===== src/rtl/core/b64u_pkg.sv =====
// Package with the sextet type and the character decode function for the Base64URL decoder.
`default_nettype none

package b64u_pkg;

  // One decoded character: valid flag and six-bit value.
  typedef struct packed {
    logic       ok;
    logic [5:0] val;
  } sextet_t;

  // Position of a character within its four-character group.
  typedef logic [1:0] group_pos_t;

  localparam group_pos_t POS_FIRST  = 2'd0;
  localparam group_pos_t POS_SECOND = 2'd1;
  localparam group_pos_t POS_THIRD  = 2'd2;
  localparam group_pos_t POS_FOURTH = 2'd3;

  localparam logic [7:0] CHAR_UPPER_A = 8'h41;
  localparam logic [7:0] CHAR_UPPER_Z = 8'h5A;
  localparam logic [7:0] CHAR_LOWER_A = 8'h61;
  localparam logic [7:0] CHAR_LOWER_Z = 8'h7A;
  localparam logic [7:0] CHAR_DIGIT_0 = 8'h30;
  localparam logic [7:0] CHAR_DIGIT_9 = 8'h39;
  localparam logic [7:0] CHAR_MINUS   = 8'h2D;
  localparam logic [7:0] CHAR_PLUS    = 8'h2B;
  localparam logic [7:0] CHAR_UNDER   = 8'h5F;
  localparam logic [7:0] CHAR_SLASH   = 8'h2F;

  localparam logic [5:0] SEXTET_62   = 6'd62;
  localparam logic [5:0] SEXTET_63   = 6'd63;
  localparam logic [5:0] LOWER_BASE  = 6'd26;
  localparam logic [5:0] DIGIT_BASE  = 6'd52;

  // Maps a raw character to its sextet; anything outside both alphabets is invalid.
  function automatic sextet_t decode_char(input logic [7:0] c);
    sextet_t s;
    logic [7:0] d;
    s = '0;
    d = '0;
    if (c >= CHAR_UPPER_A && c <= CHAR_UPPER_Z) begin
      d = c - CHAR_UPPER_A;
      s = '{ok: 1'b1, val: d[5:0]};
    end else if (c >= CHAR_LOWER_A && c <= CHAR_LOWER_Z) begin
      d = c - CHAR_LOWER_A;
      s = '{ok: 1'b1, val: d[5:0] + LOWER_BASE};
    end else if (c >= CHAR_DIGIT_0 && c <= CHAR_DIGIT_9) begin
      d = c - CHAR_DIGIT_0;
      s = '{ok: 1'b1, val: d[5:0] + DIGIT_BASE};
    end else if (c == CHAR_MINUS || c == CHAR_PLUS) begin
      s = '{ok: 1'b1, val: SEXTET_62};
    end else if (c == CHAR_UNDER || c == CHAR_SLASH) begin
      s = '{ok: 1'b1, val: SEXTET_63};
    end
    return s;
  endfunction

endpackage

`default_nettype wire


===== src/rtl/core/base64url_decoder_top.sv =====
// Top level of the Base64URL decoder: one character in, at most one byte out per item.
//
//   Channel | Handshake            | Payload
//   --------+----------------------+------------------------------------------------
//   input   | in_valid / in_ready  | char_code[7:0], is_last
//   output  | out_valid / out_ready| data_byte[7:0], data_valid, end_of_stream,
//           |                      | bad_encoding
//
// The decode and byte assembly sit between the group state and a single result register,
// so one item is accepted per cycle while the output is not stalled.
// A result appears on the output in the cycle after its item is accepted.
// The input is taken whenever the result register is empty or is being emptied.
// Synchronous reset clears the group position, the sextet valid bits and the error flag.
`default_nettype none

module base64url_decoder_top (
  input  wire logic       clk,
  input  wire logic       rst,
  input  wire logic       in_valid,
  output logic            in_ready,
  input  wire logic [7:0] char_code,
  input  wire logic       is_last,
  output logic            out_valid,
  input  wire logic       out_ready,
  output logic [7:0]      data_byte,
  output logic            data_valid,
  output logic            end_of_stream,
  output logic            bad_encoding
);

  import b64u_pkg::*;

  group_pos_t group_position;
  group_pos_t group_position_next;
  sextet_t    first_sextet;
  sextet_t    second_sextet;
  sextet_t    third_sextet;
  logic       error_seen;

  sextet_t    cur;
  logic       accept;
  logic       err;
  logic       emit;
  logic [7:0] byte_val;
  logic [5:0] third_val;
  logic       produce;

  // The result register is free when empty or when its item leaves this cycle.
  assign in_ready = !out_valid || out_ready;
  assign accept   = in_valid && in_ready;
  assign cur      = decode_char(char_code);

  assign group_position_next = group_position + 2'd1;

  // Byte assembly for the current group position.
  always_comb begin
    err       = error_seen;
    emit      = 1'b0;
    byte_val  = '0;
    third_val = third_sextet.ok ? third_sextet.val : SEXTET_63;
    unique case (group_position)
      POS_FIRST: begin
        if (is_last) begin
          err = 1'b1;
        end
      end
      POS_SECOND: begin
        if (!first_sextet.ok || !cur.ok) begin
          err = 1'b1;
        end else begin
          byte_val = {first_sextet.val, cur.val[5:4]};
          emit     = 1'b1;
        end
      end
      POS_THIRD: begin
        if (cur.ok) begin
          byte_val = {second_sextet.val[3:0], cur.val[5:2]};
          emit     = 1'b1;
        end
      end
      POS_FOURTH: begin
        if (cur.ok) begin
          byte_val = {third_val[1:0], cur.val};
          emit     = 1'b1;
        end
      end
      default: begin
        emit = 1'b0;
      end
    endcase
    if (err) begin
      emit = 1'b0;
    end
  end

  // A result leaves for every decoded byte and always for the final character.
  assign produce = emit || is_last;

  // Group state; the final character returns everything to its reset value.
  always_ff @(posedge clk) begin
    if (rst) begin
      group_position <= POS_FIRST;
      first_sextet   <= '0;
      second_sextet  <= '0;
      third_sextet   <= '0;
      error_seen     <= 1'b0;
    end else if (accept) begin
      if (is_last) begin
        group_position <= POS_FIRST;
        first_sextet   <= '0;
        second_sextet  <= '0;
        third_sextet   <= '0;
        error_seen     <= 1'b0;
      end else begin
        group_position <= group_position_next;
        error_seen     <= err;
        unique case (group_position)
          POS_FIRST:  first_sextet  <= cur;
          POS_SECOND: second_sextet <= cur;
          POS_THIRD:  third_sextet  <= cur;
          default:    third_sextet  <= third_sextet;
        endcase
      end
    end
  end

  // Result register and its valid flag.
  always_ff @(posedge clk) begin
    if (rst) begin
      out_valid <= 1'b0;
    end else if (accept && produce) begin
      out_valid <= 1'b1;
    end else if (out_ready) begin
      out_valid <= 1'b0;
    end
  end

  always_ff @(posedge clk) begin
    if (accept && produce) begin
      data_byte     <= emit ? byte_val : 8'd0;
      data_valid    <= emit;
      end_of_stream <= is_last;
      bad_encoding  <= is_last && err;
    end
  end

endmodule

`default_nettype wire


===== config.mk =====
export PLATFORM = sky130hd
export DESIGN_NAME = base64url_decoder_top
export DESIGN_NICKNAME = d
export VERILOG_FILES = /design/src/rtl/core/b64u_pkg.sv /design/src/rtl/core/base64url_decoder_top.sv
export SDC_FILE = /design/constraint.sdc
export NUM_CORES = 1
export LEC_CHECK = 0
export BUFFER_PORTS_ARGS = -buffer_cell sky130_fd_sc_hd__buf_2
export CAP_MARGIN = 10
export CORE_MARGIN = 10
export CORE_UTILIZATION = 30
export DETAILED_ROUTE_END_ITERATION = 8
export GPL_TIMING_DRIVEN = 0
export SYNTH_ARGS = -nofsm -noshare
export SYNTH_HDL_FRONTEND = slang
export SYNTH_SLANG_ARGS = --single-unit
export TNS_END_PERCENT = 5

===== constraint.sdc =====
create_clock -name clk -period 3 [get_ports clk]
set_input_delay 0.15 -clock clk [delete_from_list [all_inputs] [get_ports clk]]
set_output_delay 0.15 -clock clk [all_outputs]
set_load 0.1 [all_outputs]

* After elaboration in Yosys (flattened, before gate mapping)
Index checks and enable logic that the tools add are counted.
Storage, ports and cells: bits in registers 29, bits of input ports 13, output and inout port bits 13, logic and storage cells 81
Cells by class: $add $sub $neg 6, magnitude comparators 6, eq/ne operators 7, mux-type cells 27, reduce and logical (&&, ||, !) cells 23
Operator list (number):
- two-way mux 7 bit | 9
- equality test 8 x 6 -> 1 bit (second input constant) | 3
- two-way mux 8 bit | 3
- one-hot mux 8 bit (3 select lines) | 1
- >= comparator 8 x 7 -> 1 bit (second input constant) | 2
- less-or-equal comparator 8 x 7 -> 1 bit (second input constant) | 2
- subtractor 6 bit (second input constant) | 2
- equality test 8 x 7 -> 1 bit (second input constant) | 1
- >= comparator 8 x 6 -> 1 bit (second input constant) | 1
- less-or-equal comparator 8 x 6 -> 1 bit (second input constant) | 1
- two-way mux 1 bit | 8
- two-way mux 4 bit | 2
- nonzero test 2 bit | 4
- adder 6 x 5 -> 6 bit (second input constant) | 1
- adder 6 bit (second input constant) | 1
- logical AND 1 bit | 6
- AND reduction 2 bit | 3
- subtractor 6 x 1 -> 6 bit (second input constant) | 1
- logical OR 1 bit | 5
- equality test 2 bit (second input constant) | 2
- two-way mux 2 bit | 2
- one-hot mux 1 bit (2 select lines) | 2
- logical NOT 1 bit | 3
- adder 2 x 1 -> 2 bit (second input constant) | 1
- other kinds (3) | 3

* Longest topological paths before layout
depth in word-level cells 15, gate-level depth with buffers 11, mapped depth without buffers 10

* Worst setup path after synthesis
Ideal clock, no wire load.
path type register to register, start point reg out_valid, end point reg second_sextet[1] (netlist bit), library setup time 0.117 ns, arrival time 2.890 ns, data required time 2.883 ns, slack -0.007 ns, cell stages (with the launch flop) 7, buffers on the path 0, clock period less this slack 3.007 ns, path through dfxtp_1 nand2b_1 nand2_1 nor2_1 nor4b_1 a32o_1 a32o_1
Between the ends: cells in the longest elaborated chain, start to end 4
RTL lines:
- from (decl) | line base64url_decoder_top.sv:23 | output logic out_valid,
- from (signal assigned) | line base64url_decoder_top.sv:130 | out_valid <= 1'b0;
- from (signal assigned) | line base64url_decoder_top.sv:132 | out_valid <= 1'b1;
- from (signal assigned) | line base64url_decoder_top.sv:134 | out_valid <= 1'b0;
- logical NOT 1 bit | line base64url_decoder_top.sv:49 | assign in_ready = !out_valid || out_ready;
- logical OR 1 bit | line base64url_decoder_top.sv:49
- via in_ready | line base64url_decoder_top.sv:20 | output logic in_ready,
- logical AND 1 bit | line base64url_decoder_top.sv:50 | assign accept = in_valid && in_ready;
- AND reduction 2 bit (no line)
- to (signal assigned) | line base64url_decoder_top.sv:119 | POS_SECOND: second_sextet <= cur;
- to (decl) | line base64url_decoder_top.sv:36 | sextet_t second_sextet;
The timed path passes the listed nets, and every way through them passes these cells. A chain may end at the register's enable or synchronous reset.

* Final worst setup path
start point in char_code[0], end point reg data_byte[6], enable pin
Between the ends: cells in the longest elaborated chain, start to end 14, elaborated cells on any way between the ends 30, those cells by class order compare: 6; eq/ne: 4; mux: 11; reduce/logical: 9
RTL lines:
- from (decl) | line base64url_decoder_top.sv:21 | input wire logic [7:0] char_code,
- branches (longest 6 deep; another with >= comparator 8 x 6 -> 1 bit)
- two-way mux 7 bit * | line b64u_pkg.sv:42 | if (c >= CHAR_UPPER_A && c <= CHAR_UPPER_Z) begin
- logical NOT 1 bit | line base64url_decoder_top.sv:68 | if (!first_sextet.ok || !cur.ok) begin
- logical OR 1 bit | line base64url_decoder_top.sv:68
- two-way mux 1 bit | line base64url_decoder_top.sv:68
- one-hot mux 1 bit (2 select lines) | line base64url_decoder_top.sv:61 | unique case (group_position)
- two-way mux 1 bit * | line base64url_decoder_top.sv:91 | if (err) begin
- logical OR 1 bit * | line base64url_decoder_top.sv:97 | assign produce = emit || is_last;
- logical AND 1 bit * | line base64url_decoder_top.sv:139 | if (accept && produce) begin
- to (signal assigned) | line base64url_decoder_top.sv:140 | data_byte <= emit ? byte_val : 8'd0;
- to (decl) | line base64url_decoder_top.sv:25 | output logic [7:0] data_byte,
Every way passes the cells marked *.

==> impl_metrics.yaml <==
grt:
  grt_remaining_overflow: 0
  antenna_found_initial: 0
  grt_max_degree: 12
  grtUsageTotal: 0.09790
  grt_pass1_wl_um: 9101
  grt_pass1_vias: 1827
synth:
  syn-cell-area_mm2: 0.002103
  synth_edf_count: 11
  synthTopCellsByArea: "dfxtp_1 (17%), edfxtp_1 (16%), ha_1 (7.7%)"
  synthCells: 234
  yosysWarnings: 0
  synth_top_area_share: 0.1713
  synth-main-ff-cell: "dfxtp_1"
  ys_seq_elements: 29
  avgSynthCellArea_um2: 8.988
  async_reset_ff_frac: 0
  synth.largest_area_cell: "dfxtp_1"
  synth-seq-area-share: 0.3284
  ys_types: 62
  syn_nets: 260
power_and_ir_drop:
  vdd_drop_max_mv: 0.1391
  pwr_density_cell_mw_per_mm2: 395.2
  leakage_uw: 0.0009078
sta:
  setup_ws_ps: 218.3
  slew_headroom: 0.5647
  setup_viol: 0
  finalCritPeriodShare: 0.9272
  final.min_clock_period_ps: 2782
  hold_violations: 0
  rsz0062_at_grt: "false"
  tightest_slew_ps: 646.9
  timing.fmax_ghz: 0.3595
  final_max_slew_viol_count: 0
  skew_ps: 7.871
floorplanning:
  die-area_mm2: 0.01076
  design.core.area_mm2: 0.006794
  start_util: 0.3096
  die_h_um: 103.7
  io_pins: 26
  rows: 30
  die_w_um: 103.7
flow_run:
  drv_cap: 0
min_path:
  hp-class: "in -> reg"
layout:
  diodes: 0
  final_core_util: 0.3602
  drive_gt1_frac: 0.1992
  nNetsFinal: 291
  layout_commonest_cell: "buf_2"
  final_cell_mix: "buf_2 (27), nor2_1 (24), dfxtp_1 (18), nand2_1 (16)"
  syn_to_final_growth_pct: 16.36
place:
  gp_congestion: 0.8409
  post-place-ws_ps: -496.3
  port_buffers: 24
  detailed_place_hpwl_um: 4243
clocking:
  cts_tree: "built"
  post_cts_buffers: 0
  cts-root-buf: "clkbuf_8"
  cts.sinks: 29
  cts_buffers: 5
  clkLatencyLatePin_ps: 280
  path_clk_slew_ps: 60
  clock_path_buffers: 2
  cts_max_level: 2
detailed_routing:
  dr.pass1.iters: 5
  vias: 1920
  ant_nets: 0
  wire_per_inst_um: 15.00
  viasPerCell: 5.304
  drc: 0
  routed_wl_um: 5429
  drt-initial-drc-count: 143
critical_path:
  path_class: "in -> reg"
  required_ps: 2940
  crit_fanout: 11
  start_kind: "input pin"
  end_kind: "register"
  critical_path_arrival_ps: 2720
run_status:
  status: "completed"
-- critical path: stages --
cell	delay (ps)
buf_2	100
clkbuf_1	340
inv_1	170
ha_1	290
and4bb_1	270
or2_2	330
a211o_1	280
nand2_2	210
nand3_4	190
a21oi_4	380
-- path summary, 6_finish.rpt --
kind | depth (start not counted) | start | endpoint | slack, ps
worst max-delay path | 10 | char_code[0] | data_byte[6] | 220
worst max register to register | 6 | group_position[0] | data_byte[6] | 930
worst min register to register | 2 | first_sextet[3] | first_sextet[3] | 460
worst min-delay path | 1 | is_last | end_of_stream | 60
-- logic make-up after synthesis --
kind of cell    after synthesis  share of synthesized area
compound gates               83                     0.3206
xor+xnor                      3                    0.01249
fa+ha+maj                    13                    0.07734
buf+inv                      21                    0.04105
flops                        29                     0.3284
simple gates                 85                     0.2201
-- metal layers --
layer | global-route usage | wire (um) | vias to the layer above | share of wire
met5 | 0 | 0 | - | 0
met4 | 0.03976 | 67 | 0 | 0.012
met3 | 0.01797 | 308 | 6 | 0.057
met2 | 0.1581 | 2488 | 52 | 0.46
met1 | 0.1249 | 2565 | 907 | 0.47
li1 | - | - | 955 | -
-- where the power goes --
group | switching (uW) | total [uW] | leakage [uW] | internal, uW
clock | 137 | 324 | 0.0000455 | 187
combinational | 159 | 219 | 0.000612 | 60.5
sequential | 4.89 | 425 | 0.000250 | 420
total | 301 | 967 | 0.000908 | 667
-- Yosys cell counts (4+ instances only) --
cell type  number
nor2_1         24
dfxtp_1        18
nand2_1        16
clkbuf_1        7
a32o_1          4
and2_1          6
a32oi_1         9
inv_1           9
a22oi_1         4
ha_1           13
o21bai_1        4
a222oi_1        4
edfxtp_1       11
nor3_1          4
a21oi_1        14
o21ai_0         5
nand2b_1        6
-- cell type report --
cell class                 count  area [um^2]
fill                         702         4347
multi-input combinational    184         1340
sequential                    29        690.7
timing repair buffer          24        120.1
tap                           96        120.1
clock buffer                   8        90.09
buffer                        11        48.80
inverter                      10        37.54
-- state kept, by name (all words and copies together), names as in the netlist --
name            count
end_of_stream       1
first_sextet        7
group_position      2
data_valid          1
data_byte           8
second_sextet       4
out_valid           1
third_sextet        3
bad_encoding        1
error_seen          1
-- repair_timing --
item | in CTS | in global routing
hold buffers | 0 | 0
resized for setup | 1 | 1
endpoints found under the setup margin | 11 | 11
-- stage by stage --
step	cells	area, um^2	TNS [ps]	total power, uW	hold slack, ps
finish	362	2447	0	967.3	64.79
global route	362	2447	0	1007	63.16
CTS	362	2440	0	970.7	63.22
detailed placement	354	2346	-5456	649.7	352.5
global placement	354	2346	-5319	648.5	341.5
floorplan	234	2106	0	595.9	248.9
No activity file was read; power rests on OpenSTA's default activity.
